### src/sv/heightmap_edge_preserving_smooth_core_macros.svh
// Assertion macros for the edge-preserving height smoothing core.
// Expects clk_i and rst_ni in the scope of every use.
`ifndef HEIGHTMAP_EDGE_PRESERVING_SMOOTH_CORE_MACROS_SVH
`define HEIGHTMAP_EDGE_PRESERVING_SMOOTH_CORE_MACROS_SVH
`ifndef SYNTH
// check outside reset
`define HMEPS_ASSERT(lbl, prop, msg) \
  lbl: assert property (@(posedge clk_i) disable iff (!rst_ni) prop) \
    else $error(msg);
// check at every edge, reset included
`define HMEPS_ASSERT_ALWAYS(lbl, prop, msg) \
  lbl: assert property (@(posedge clk_i) prop) \
    else $error(msg);
`else
`define HMEPS_ASSERT(lbl, prop, msg)
`define HMEPS_ASSERT_ALWAYS(lbl, prop, msg)
`endif
`endif

### src/sv/hmeps_pkg.sv
// Shared types and constants of the edge-preserving height smoothing core.
// No dependencies; every module of the core and its testbench imports it.
`timescale 1ns / 1ps
package hmeps_pkg;

  localparam int HEIGHT_W    = 20;
  localparam int ROW_WIDTH_W = 11;
  localparam int THRESH_W    = 19;
  localparam int CFG_DATA_W  = 19;
  localparam int CFG_IDX_W   = 1;

  // centre weight and weight count width (count runs 4..8)
  localparam int CENTRE_WEIGHT = 4;
  localparam int CNT_W         = 4;

  // running sum holds up to eight heights
  localparam int SUM_W   = HEIGHT_W + 4;
  // biased dividend, padded to whole 4-bit digits
  localparam int DIGIT_W    = 4;
  localparam int DIV_NUM_W  = ((SUM_W + 3 + DIGIT_W - 1) / DIGIT_W) * DIGIT_W;
  localparam int DIV_STEPS  = DIV_NUM_W / DIGIT_W;

  localparam int DIFF_W = HEIGHT_W + 1;
  localparam int CMP_W  = (DIFF_W > THRESH_W) ? DIFF_W : THRESH_W;

  localparam logic [CFG_IDX_W-1:0] REG_ROW_WIDTH      = 1'd0;
  localparam logic [CFG_IDX_W-1:0] REG_EDGE_THRESHOLD = 1'd1;

  localparam logic [ROW_WIDTH_W-1:0] ROW_WIDTH_RST = 11'd256;
  localparam logic [THRESH_W-1:0]    THRESH_RST    = 19'd800;

  typedef logic signed [HEIGHT_W-1:0] height_t;

  typedef struct packed {
    logic    func;
    height_t height_in;
  } hmeps_in_t;

  typedef struct packed {
    height_t smoothed_height;
    logic    frame_last;
  } hmeps_out_t;

  typedef enum logic [1:0] {
    NB_UP,
    NB_LEFT,
    NB_RIGHT,
    NB_DOWN
  } nb_sel_e;

  typedef struct packed {
    logic    load;
    logic    clear;
    logic    rd_left;
    logic    cap_main;
    logic    cap_left;
    logic    advance;
    logic    init_acc;
    logic    acc;
    nb_sel_e nb_sel;
    logic    div_start;
    logic    out_load;
  } hmeps_cmd_t;

  typedef struct packed {
    logic       func;
    logic [1:0] rows_seen;
    logic       col_nz;
    logic       drain_nz;
    logic       div_busy;
    logic       div_done;
    logic       out_busy;
  } hmeps_sts_t;

endpackage

### src/sv/hmeps_ctrl.sv
// Controller: sequences one beat at a time through read, accumulate, divide.
// Depends on hmeps_pkg; drives hmeps_dpath through command and status structs.
`timescale 1ns / 1ps
module hmeps_ctrl import hmeps_pkg::*; (
  input  logic       clk_i,
  input  logic       rst_ni,
  input  logic       in_valid_i,
  output logic       in_ready_o,
  input  hmeps_sts_t sts_i,
  output hmeps_cmd_t cmd_o
);

  typedef enum logic [2:0] {
    S_IDLE,
    S_DECIDE,
    S_RD_LEFT,
    S_CAPTURE,
    S_ACC,
    S_DIV_GO,
    S_DIV_WAIT,
    S_OUT
  } state_e;

  state_e  state_q, state_d;
  nb_sel_e k_q, k_d;
  logic    ignore, discard, emit;

  // sample while draining: drop; drain without a full row or mid-row: discard frame
  assign ignore  = !sts_i.func && sts_i.drain_nz;
  assign discard = sts_i.func && ((sts_i.rows_seen == 2'd0) || sts_i.col_nz);
  assign emit    = sts_i.func || (sts_i.rows_seen != 2'd0);

  always_comb begin
    state_d    = state_q;
    k_d        = k_q;
    cmd_o      = '0;
    in_ready_o = 1'b0;
    unique case (state_q)
      S_IDLE: begin
        in_ready_o = 1'b1;
        if (in_valid_i) begin
          cmd_o.load = 1'b1;
          state_d    = S_DECIDE;
        end
      end
      S_DECIDE: begin
        priority if (ignore) begin
          state_d = S_IDLE;
        end else if (discard) begin
          cmd_o.clear = 1'b1;
          state_d     = S_IDLE;
        end else begin
          state_d = S_RD_LEFT;
        end
      end
      S_RD_LEFT: begin
        cmd_o.rd_left  = 1'b1;
        cmd_o.cap_main = 1'b1;
        state_d        = S_CAPTURE;
      end
      S_CAPTURE: begin
        cmd_o.cap_left = 1'b1;
        cmd_o.advance  = 1'b1;
        cmd_o.init_acc = 1'b1;
        k_d            = NB_UP;
        state_d        = emit ? S_ACC : S_IDLE;
      end
      S_ACC: begin
        cmd_o.acc    = 1'b1;
        cmd_o.nb_sel = k_q;
        if (k_q == NB_DOWN) begin
          state_d = S_DIV_GO;
        end else begin
          k_d = nb_sel_e'(k_q + 2'd1);
        end
      end
      S_DIV_GO: begin
        cmd_o.div_start = 1'b1;
        state_d         = S_DIV_WAIT;
      end
      S_DIV_WAIT: begin
        if (sts_i.div_done) begin
          state_d = S_OUT;
        end
      end
      S_OUT: begin
        // hold until the output register is free
        if (!sts_i.out_busy) begin
          cmd_o.out_load = 1'b1;
          state_d        = S_IDLE;
        end
      end
      default: begin
        state_d = S_IDLE;
      end
    endcase
  end

  always_ff @(posedge clk_i or negedge rst_ni) begin
    if (!rst_ni) begin
      state_q <= S_IDLE;
      k_q     <= NB_UP;
    end else begin
      state_q <= state_d;
      k_q     <= k_d;
    end
  end

endmodule

### config.mk
export PLATFORM = sky130hd
export DESIGN_NAME = hmeps_ctrl
export DESIGN_NICKNAME = d
export VERILOG_FILES = /design/src/sv/heightmap_edge_preserving_smooth_core_macros.svh /design/src/sv/hmeps_pkg.sv /design/src/sv/hmeps_ctrl.sv
export SDC_FILE = /design/constraint.sdc
export NUM_CORES = 1
export LEC_CHECK = 0
export ABC_AREA = 1
export BUFFER_PORTS_ARGS = -buffer_cell sky130_fd_sc_hd__buf_2
export CORE_AREA = 2 2 39 41
export CTS_CLUSTER_SIZE = 16
export DETAILED_ROUTE_END_ITERATION = 10
export DIE_AREA = 0 0 41 43
export HOLD_SLACK_MARGIN = 0.06
export PLACE_DENSITY = 0.68
export SYNTH_ARGS = -nofsm -noshare
export SYNTH_HDL_FRONTEND = slang
export SYNTH_SLANG_ARGS = --single-unit
### constraint.sdc
create_clock -name clk_i -period 2.7 [get_ports clk_i]
set_input_delay 0.135 -clock clk_i [delete_from_list [all_inputs] [get_ports clk_i]]
set_output_delay 0.135 -clock clk_i [all_outputs]
set_load 0.02 [all_outputs]
==> impl_metrics.csv, run 1 <==
group,metric,value,unit
outcome,status,"finished clean",
routing,top_layer,"met3",
setup_path,critPathKind,"reg2out",
pwr,ir_drop,0.3995,mV
clock_network,clock_latency,0.24,ns
routing,wl_per_cell,8.710,um
die,die_h,43,um
logic_synthesis,ys_warn_count,0,
routing,routed_via_density,4.439,
logic_synthesis,synth_nets,80,
routing,first_pass_iters,3,
clock_network,cts_buffers,3,
timing,finalSetupViolations,0,
logic_synthesis,synthDistinctLibCells,19,
placed_design,preCtsSetupSlack,1.523,ns
die,die_area,1763,um2
cells_and_area,post-route-util,0.4060,
placed_design,hpwl,764.1,um
setup_path,cp-end-kind,"output port",
timing,finalCritPeriodShare,0.5249,
placed_design,dp.cells,102,
pwr,leakagePower,0.3741,nW
min_path,min_path_type,"in2reg",
pwr,power-per-cell-area,1039,nW/um2
routing,vias,475,
setup_path,crit_required,2.57,ns
clock_network,post_cts_resized,0,
timing,fin_setup_tns,0,ns
placed_design,routabilityCongestion,0.8610,
die,rows,14,
timing,worst_pin_slew,0.2930,ns
timing,fmax,0.7056,GHz
routing,met3WireLength,76,um
cells_and_area,final_cells,107,
die,start_util,0.3101,
pwr,power.total,0.5834,mW
timing,skew,0.004455,ns
routing,drt_iter0_markers,2,
logic_synthesis,ys_ff_latch,5,
setup_path,path_max_fanout,7,
run,drv_cap,0,
routing,route.detailed.drc,0,
timing,setup_ws,1.283,ns
routing,wl_met1,426,um
clock_network,cts_tree,"yes",
timing,grt_setup_unrepaired,"no",
setup_path,start_kind,"flop",
global_route,grt_util_all_layers,0.1158,
global_route,antenna_found_initial,0,
routing,wl_met2,430,um
timing,slew_headroom,0.8047,
logic_synthesis,syn_area_per_cell,6.311,um2
die,core,1384,um2
logic_synthesis,ys_seq_area_frac,0.2915,
logic_synthesis,postSynthCellCount,68,
global_route,overflow,0,
clock_network,cts_buffer_depth,2,
routing,wl,932,um
clock_network,clock-sinks,5,
cells_and_area,syn_to_final_growth,30.90,%
global_route,grt_pass1_wl,1.400,mm
timing,finalHoldViolCount,0,
die,die_w,41,um
logic_synthesis,synth_area,429.2,um2
cells_and_area,drive_gt1_frac,0.3516,
clock_network,htreeDepth,1,
timing,drv_slew,0,
setup_path,crit_arrival,1.28,ns
cells_and_area,diodes,0,
clock_network,cts_root_buf,"clkbuf_4",
clock_network,path_clk_slew,0.04,ns
placed_design,port_buffers,22,
global_route,grt_max_degree,10,
global_route,grt_pass1_vias,371,
die,io_pins,24,
cells_and_area,nNetsFinal,104,
timing,fin_crit,1.417,ns
routing,antenna_left,0,
==> timing repair <==
item | in CTS | in global routing
endpoints found under the hold margin | 5 | 0
setup buffers | 0 | 0
hold buffers | 1 | 0
==> synth_stat cells (all sizes together) <==
master,instances,area (um2)
a21oi,1,5.000
and2,1,7.510
buf,4,33.78
dfrtp,5,125.1
ha,1,12.51
inv,15,56.31
nand2,19,73.82
nand3,4,25.02
nand4,1,6.260
nor2,8,35.03
nor3,2,10.01
nor4,1,6.260
o21ai,5,25.02
o21bai,1,7.510
==> registers in the layout, summed over array words and instances, names as in the netlist <==
signal / flops
state_q: 3
k_q: 2
==> cell type report <==
| cell class | instances | area, um2 |
|---|---|---|
| fillers | 157 | 822.0 |
| repair buffers | 23 | 120.1 |
| multi-input cells | 44 | 214.0 |
| clock buffers | 4 | 26.28 |
| inverters | 15 | 56.30 |
| well taps | 16 | 20.02 |
| flip-flops and latches | 5 | 125.1 |
==> worst max-delay path, stage by stage, from the launching register on <==
cell	delay, ns
dfrtp_1	0.45
nor2_2	0.21
nand2_1	0.11
nor2_1	0.10
buf_2	0.16
==> worst paths after layout <==
check                      depth (start not counted)                endpoint  slack [ns]              startpoint
max                                                4                cmd_o[3]        1.28  state_q[0]$_DFFE_PN0P_
min                                                3  state_q[0]$_DFFE_PN0P_        0.23                sts_i[0]
max reg2reg                                        6  state_q[2]$_DFFE_PN0P_        1.54  state_q[2]$_DFFE_PN0P_
min reg2reg                                        2      k_q[1]$_DFFE_PN0P_        0.58      k_q[1]$_DFFE_PN0P_
max in group asynchronous                          2  state_q[0]$_DFFE_PN0P_        2.33                  rst_ni
min in group asynchronous                          2      k_q[1]$_DFFE_PN0P_        0.24                  rst_ni
==> kinds of logic (layout without fill, tap and decap cells) <==
group,Yosys count,count (layout),synth area share
compound gates,7,7,0.08745
fa+ha+maj,1,1,0.02915
buf+inv,19,42,0.2099
flops,5,5,0.2915
simple gates,36,36,0.3819
==> layout by cell type (no fill, tap or decap) <==
cell / count
clkbuf_1: 1
inv_2: 2
o21bai_1: 1
and2_2: 1
nand2_2: 1
clkbuf_4: 3
nor4_1: 1
nand4_1: 1
dfrtp_1: 5
nand3_1: 3
ha_1: 1
dlygate4sd3_1: 1
nor2_1: 6
nand3_2: 1
nand2_1: 18
a21oi_1: 1
o21ai_0: 5
nor3_1: 2
buf_2: 22
nor2_2: 2
inv_1: 13
==> metal layers <==
| metal | vias up | track usage |
|---|---|---|
| met1 | 205 | 0.1364 |
| met3 | 0 | 0.06283 |
| li1 | 253 | - |
| met5 | - | 0 |
| met4 | 0 | 0.02000 |
| met2 | 17 | 0.1813 |
==> report_power, final <==
group / internal (mW) / switching (mW) / total (mW)
Combinational: 0.115 / 0.227 / 0.342
Sequential: 0.108 / 0.0474 / 0.156
Clock: 0.0558 / 0.0300 / 0.0858
==> stage by stage <==
step                      instance area (um2)  hold WS [ns]
after floorplan                         429.2       -0.1606
after global placement                  525.5      -0.05078
after detailed placement                525.5      -0.04847
after CTS                               561.8        0.2212
after global routing                    561.8        0.2408
final                                   561.8        0.2339
Power figures use the tool's default switching activity.
==> run 2, diff against run 1 <==
--- a/config.mk
+++ b/config.mk
@@ -5,14 +5,14 @@
 export SDC_FILE = /design/constraint.sdc
 export NUM_CORES = 1
 export LEC_CHECK = 0
-export ABC_AREA = 1
+export ABC_AREA = 0
 export BUFFER_PORTS_ARGS = -buffer_cell sky130_fd_sc_hd__buf_2
 export CORE_AREA = 2 2 39 41
 export CTS_CLUSTER_SIZE = 16
 export DETAILED_ROUTE_END_ITERATION = 10
 export DIE_AREA = 0 0 41 43
 export HOLD_SLACK_MARGIN = 0.06
-export PLACE_DENSITY = 0.68
+export PLACE_DENSITY = 0.72
 export SYNTH_ARGS = -nofsm -noshare
 export SYNTH_HDL_FRONTEND = slang
 export SYNTH_SLANG_ARGS = --single-unit
==> constraint.sdc (replaced) <==
create_clock -name clk_i -period 1.2 [get_ports clk_i]
set_input_delay 0.06 -clock clk_i [delete_from_list [all_inputs] [get_ports clk_i]]
set_output_delay 0.06 -clock clk_i [all_outputs]
set_load 0.02 [all_outputs]
==> run 2 against run 1 <==
Against the previous run:
- the run now ends with negative setup slack left
- clock-buffer cell count unchanged
- non-clock buffer count up 17
- sequential power rose to 2.8 times the previous value
- routed wire length increased by 42%
- global-route usage rose by 4.1 points
- critical path depth down 1
- cell count rose by 0.93%
- cell area up 66%
- via count grew 11%
- synthesized cell count shrank 21%
- die area stayed put
- highest routed layer is now met4
==> impl_metrics.csv, run 2 <==
group,metric,value,unit
outcome,status,"complete, but fails checks",
outcome,failed_checks,"negative setup slack",
timing,fmax,0.7317,GHz
setup_path,cp-end-kind,"output port",
routing,vias,526,
clock_network,cts_buffers,3,
die,die_h,43,um
die,core,1384,um2
logic_synthesis,ys_ff_latch,5,
setup_path,start_kind,"flop",
logic_synthesis,synth_fa_ha_area_frac,0.02833,
global_route,overflow,0,
logic_synthesis,synthTopCellsByArea,"dfrtp_1 (28%), nor2_1 (5.9%), buf_4 (5.1%)",
logic_synthesis,synth_mux_area_frac,0.03399,
logic_synthesis,synth-main-ff-cell,"dfrtp_1",
timing,finalHoldViolCount,0,
timing,fin_setup_tns,-1.641,ns
setup_path,critPathKind,"reg2out",
cells_and_area,post-route-util,0.6754,
logic_synthesis,synth_nets,66,
pwr,leakagePower,0.4340,nW
logic_synthesis,postSynthCellCount,54,
placed_design,routabilityCongestion,0.7638,
run,drv_cap,0,
timing,worst_pin_slew,0.4472,ns
logic_synthesis,ys_warn_count,0,
clock_network,cts_root_buf,"clkbuf_4",
cells_and_area,final_cells,108,
setup_path,slowest_stage,"dfrtp_2",
pwr,ir_drop,1.449,mV
cells_and_area,final_common_cell,"buf_6",
cells_and_area,nNetsFinal,105,
placed_design,preCtsSetupSlack,-0.1456,ns
timing,finalCritPeriodShare,1.139,
cells_and_area,reg_top3,"state_q: 3 flops, k_q: 2 flops",
timing,fin_hold_ws,0.1258,ns
timing,drv_slew,0,
cells_and_area,fin_area,934.6,um2
global_route,grt_util_all_layers,0.1569,
timing,grt_setup_unrepaired,"yes",
cells_and_area,drive_gt1_frac,0.7500,
routing,first_pass_iters,2,
routing,routed_via_density,4.870,
setup_path,critical_path.max_stage_delay,0.48,ns
routing,route.detailed.drc,0,
setup_path,path_max_fanout,8,
cells_and_area,largest_reg_flops,3,
routing,drt_iter0_markers,1,
routing,antenna_left,0,
logic_synthesis,syn_area_per_cell,8.179,um2
logic_synthesis,synthArstFlopShare,1.000,
die,die_w,41,um
placed_design,dp.cells,99,
timing,slew_headroom,0.6987,
placed_design,hpwl,850.7,um
cells_and_area,nFillCells,107,
cells_and_area,multi_input_area,396.6,um2
placed_design,post_dp_cell_area,645.6,um2
clock_network,cts_buffer_depth,2,
cells_and_area,syn_to_final_growth,111.6,%
global_route,antenna_found_initial,0,
min_path,min_path_type,"in2reg",
clock_network,clock-sinks,5,
logic_synthesis,synthMostInstantiatedCell,"nor2_1",
clock_network,clock_latency,0.25,ns
logic_synthesis,synthXorXnorAreaFrac,0.01983,
logic_synthesis,ys_seq_area_frac,0.2833,
routing,wl_per_cell,12.21,um
logic_synthesis,synthDistinctLibCells,28,
global_route,grt_pass1_wl,1.876,mm
clock_network,htreeDepth,1,
timing,skew,0.005624,ns
pwr,power-per-cell-area,2901,nW/um2
setup_path,crit_required,1.14,ns
cells_and_area,layout_common_cells,"buf_6 (19), buf_4 (11), buf_2 (9)",
die,start_util,0.3192,
placed_design,port_buffers,22,
logic_synthesis,synth_edf_count,0,
global_route,grt_pass1_vias,477,
pwr,power.total,2.711,mW
cells_and_area,register_area,128.9,um2
global_route,grt_max_degree,9,
die,io_pins,24,
logic_synthesis,synth_top_family_by_area,"simple AND/OR/NAND/NOR gates",
cells_and_area,largest-register,"state_q",
setup_path,crit_arrival,1.31,ns
timing,fin_crit,1.367,ns
clock_network,cts_tree,"yes",
logic_synthesis,synth.top_cell.area_share,0.2833,
setup_path,worstPathCellList,"buf_6 > nor4b_4 > buf_4",
logic_synthesis,synth_compound_area_frac,0.1643,
logic_synthesis,synth_common_cells,"nor2_1 (7), dfrtp_1 (5), nand2_1 (4), nor3_1 (4)",
logic_synthesis,synth_area,441.7,um2
timing,setup_ws,-0.1667,ns
die,rows,14,
logic_synthesis,yosys.area_share.simple,0.3314,
cells_and_area,diodes,0,
setup_path,ff2ff_setup_slack,-0.15,ns
timing,finalSetupViolations,15,
clock_network,path_clk_slew,0.05,ns
routing,wl,1.319,mm
logic_synthesis,yosys.area.top_type,"dfrtp_1",
die,die_area,1763,um2
run 2: layout make-up:
class                      instances  area share
timing repair buffer              40      0.3762
multi-input combinational         40      0.4244
sequential                         5      0.1379
clock buffer                       4     0.02811
inverter                           3     0.01205
tap                               16     0.02142
run 2: per-layer routing:
layer | up-vias | part of all wire | global-route usage
li1 | 263 | - | -
met2 | 14 | 0.57 | 0.2500
met5 | - | 0 | 0
met1 | 247 | 0.39 | 0.1980
met3 | 2 | 0.028 | 0
met4 | 0 | 0.013 | 0.1000
run 2: report_power, final:
part | switching, mW | internal, mW | total (mW)
Combinational | 0.945 | 1.13 | 2.08
Sequential | 0.171 | 0.264 | 0.436
Clock | 0.0730 | 0.126 | 0.199
Total | 1.19 | 1.52 | 2.71
run 2: critical path, delay by kind of cell (launching register included):
| kind | cells | cell delay, ns |
|---|---|---|
| buf+inv | 2 | 0.34 |
| flops | 1 | 0.48 |
| simple gates | 1 | 0.23 |
run 2: path summary, 6_finish.rpt:
check	start	end	cells past startpoint
worst min register to register	k_q[0]$_DFFE_PN0P_	k_q[0]$_DFFE_PN0P_	2
max in group asynchronous	rst_ni	state_q[0]$_DFFE_PN0P_	2
worst min-delay path	sts_i[0]	state_q[2]$_DFFE_PN0P_	3
worst max register to register	state_q[1]$_DFFE_PN0P_	state_q[1]$_DFFE_PN0P_	4
worst max-delay path	state_q[1]$_DFFE_PN0P_	cmd_o[10]	3
min in group asynchronous	rst_ni	state_q[2]$_DFFE_PN0P_	2
run 2: logic make-up after synthesis:
| group | after synthesis |
|---|---|
| AND/OR/NAND/NOR | 27 |
| AO/OA/AOI/OAI | 10 |
| buffers and inverters | 9 |
| flip-flops | 5 |
| XOR/XNOR | 1 |
| multiplexers | 1 |
| adder cells (fa/ha/maj) | 1 |
run 2: repair_timing:
action,in CTS,in global routing
buffers inserted,2,2
hold buffers,1,0
endpoints found under the setup margin,18,18
resized for setup,28,30
gates cloned,0,0
pin swaps,4,5
endpoints found under the hold margin,5,0
==> run 3, diff against run 2 <==
--- a/config.mk
+++ b/config.mk
@@ -6,13 +6,14 @@
 export NUM_CORES = 1
 export LEC_CHECK = 0
 export ABC_AREA = 0
-export BUFFER_PORTS_ARGS = -buffer_cell sky130_fd_sc_hd__buf_2
 export CORE_AREA = 2 2 39 41
+export CTS_BUF_LIST = sky130_fd_sc_hd__clkbuf_4 sky130_fd_sc_hd__clkbuf_8
 export CTS_CLUSTER_SIZE = 16
 export DETAILED_ROUTE_END_ITERATION = 10
 export DIE_AREA = 0 0 41 43
+export DONT_BUFFER_PORTS = 1
 export HOLD_SLACK_MARGIN = 0.06
-export PLACE_DENSITY = 0.72
+export PLACE_DENSITY = 0.56
 export SYNTH_ARGS = -nofsm -noshare
 export SYNTH_HDL_FRONTEND = slang
 export SYNTH_SLANG_ARGS = --single-unit
==> run 3 against run 2 <==
Against the previous run:
- the flow still finishes with violations (negative setup slack)
- sequential cell count is the same
- power shrank 2.7%
- global-route usage is 1.2 points higher
- setup slack better by 0.011 ns
- critical path depth is the same
- critical endpoint unchanged
- sequential power down 5.3%
- critical path type unchanged
- core utilization fell by 6.6 points
- hold slack got worse by 0.0079 ns
- clock-buffer cell count did not move
==> impl_metrics.csv, run 3 (synthesized netlist as in run 2, its figures left out) <==
group,metric,value,unit
pwr,ir_drop,1.670,mV
cells_and_area,multi_input_area,364.1,um2
die,core,1384,um2
global_route,grt_pass1_vias,456,
timing,worst_pin_slew,0.4694,ns
timing,fmax,0.7376,GHz
timing,fin_setup_tns,-1.394,ns
setup_path,crit_required,1.14,ns
die,start_util,0.3192,
clock_network,cts_tree,"yes",
setup_path,crit_start,"state_q[2]$_DFFE_PN0P_",
global_route,grt_pass1_wl,2.007,mm
clock_network,clock-sinks,5,
routing,wl_per_cell,13.77,um
cells_and_area,drive_gt1_frac,0.7317,
cells_and_area,register_area,128.9,um2
routing,first_pass_iters,4,
timing,fin_crit,1.356,ns
routing,routed_via_density,5.061,
die,rows,14,
cells_and_area,syn_to_final_growth,90.93,%
setup_path,start_kind,"flop",
setup_path,ff2ff_setup_slack,-0.15,ns
setup_path,critical_path.max_stage_delay,0.45,ns
cells_and_area,layout_common_cells,"buf_4 (16), buf_6 (11), nor2_1 (4), clkbuf_4 (4)",
setup_path,slowest_stage,"dfrtp_2",
routing,vias,496,
cells_and_area,fin_area,843.3,um2
pwr,power_frac_clock,0.081,
cells_and_area,nNetsFinal,95,
setup_path,path_delay_family,"flip-flops",
pwr,p_sw,1.131,mW
die,die_h,43,um
setup_path,cp-end-kind,"output port",
setup_path,crit_end,"cmd_o[10]",
cells_and_area,final_cells,98,
routing,antenna_left,0,
cells_and_area,largest_reg_flops,3,
timing,finalCritPeriodShare,1.130,
cells_and_area,largest-register,"state_q",
clock_network,path_clk_slew,0.04,ns
min_path,min_path_type,"in2async",
setup_path,path_max_fanout,6,
cells_and_area,nFillCells,127,
timing,finalSetupViolations,15,
setup_path,crit_arrival,1.30,ns
timing,grt_setup_unrepaired,"yes",
setup_path,path_depth,3,
routing,drt_iter0_markers,3,
timing,setup_ws,-0.1558,ns
timing,fin_hold_ws,0.1178,ns
clock_network,cts_root_buf,"clkbuf_4",
die,die_area,1763,um2
setup_path,critPathKind,"reg2out",
global_route,grt_util_all_layers,0.1687,
routing,wl,1.349,mm
pwr,leakagePower,0.3901,nW
setup_path,rr_startpoint,"state_q[1]$_DFFE_PN0P_",
setup_path,rr_worst_depth,5,
cells_and_area,final_common_cell,"buf_4",
pwr,power.total,2.639,mW
setup_path,worstPathCellList,"buf_6 > nor4b_4 > buf_4",
routing,route.detailed.drc,0,
timing,slew_headroom,0.6838,
global_route,antenna_found_initial,0,
placed_design,dp.cells,85,
pwr,seqPwrFrac,0.157,
outcome,failed_checks,"negative setup slack",
clock_network,clock_latency,0.24,ns
global_route,grt_max_degree,8,
placed_design,routabilityCongestion,0.7382,
timing,finalHoldViolCount,0,
cells_and_area,reg_top3,"state_q: 3 flops, k_q: 2 flops",
cells_and_area,diodes,0,
setup_path,path_buf_inv,2,
timing,drv_slew,0,
clock_network,cts_buffer_depth,2,
run,drv_cap,0,
placed_design,post_dp_cell_area,608.1,um2
pwr,internal-power,1.508,mW
die,die_w,41,um
clock_network,cts_buffers,3,
timing,skew,0.002839,ns
global_route,overflow,0,
placed_design,hpwl,829.3,um
setup_path,r2r_end,"state_q[1]$_DFFE_PN0P_",
pwr,switching_share,0.4285,
clock_network,htreeDepth,1,
placed_design,port_buffers,0,
outcome,status,"complete, but fails checks",
pwr,power-per-cell-area,3129,nW/um2
pwr,combinationalPowerShare,0.762,
die,io_pins,24,
-- run 3: changes by cell type in the layout (fill, tap and decap cells not counted), sizes merged --
cell         previous run  this run
buf                    39        28
dlygate4sd3             1         2
-- run 3: what timing repair did --
item | 4_1_cts | 5_1_grt
hold endpoints to repair | 6 | 0
endpoints found under the setup margin | 18 | 17
resized for setup | 25 | 13
pin swaps | 7 | 6
hold buffers | 2 | 0
buffers inserted | 4 | 3
-- run 3: layout make-up --
type                            count  area share
Multi-Input combinational cell     40      0.4318
Timing Repair Buffer               30      0.3368
Sequential cell                     5      0.1528
Clock buffer                        4     0.03561
Tap cell                           16     0.02374
Inverter                            3     0.01929
-- run 3: layer usage --
metal	vias to the layer above	part of all wire	GRT usage
met5	-	0	0
met4	0	0.0089	0.08000
met3	2	0.033	0.03141
met2	12	0.57	0.2656
met1	238	0.39	0.2098
li1	244	-	-
-- run 3: per-stage QoR --
| stage | setup WS [ns] | util |
|---|---|---|
| 2_1_floorplan | -0.09719 | - |
| 3_3_place_gp | -0.1335 | 0.4394 |
| 3_5_place_dp | -0.1721 | 0.4394 |
| 4_1_cts | -0.1439 | 0.5561 |
| 5_1_grt | -0.2241 | 0.6094 |
| 6_report | -0.1558 | 0.6094 |
-- run 3: how the worst min path moves through the flow --
stage / from / endpoint / depth (start not counted)
after floorplan: rst_ni / k_q[0]$_DFFE_PN0P_ / 0
after detailed placement: rst_ni / k_q[1]$_DFFE_PN0P_ / 0
final: rst_ni / state_q[0]$_DFFE_PN0P_ / 1
after global placement: rst_ni / k_q[0]$_DFFE_PN0P_ / 0
after CTS: rst_ni / state_q[0]$_DFFE_PN0P_ / 1
after global routing: rst_ni / k_q[1]$_DFFE_PN0P_ / 1
-- run 3: worst register-to-register path, cell delays in order (launching register included) --
cell and delay, ns:
dfrtp_2 0.44, buf_6 0.14, nand2b_4 0.13, a21oi_2 0.06, a41o_1 0.20, mux2_4 0.26
-- run 3: power groups by stage --
stage	sequential [mW]	combinational, mW	clock [mW]
floorplan	0.335	0.952	0
detailed placement	0.386	1.37	0
finish	0.413	2.01	0.214
global route	0.428	2.15	0.238
CTS	0.396	1.76	0.224
global placement	0.380	1.36	0
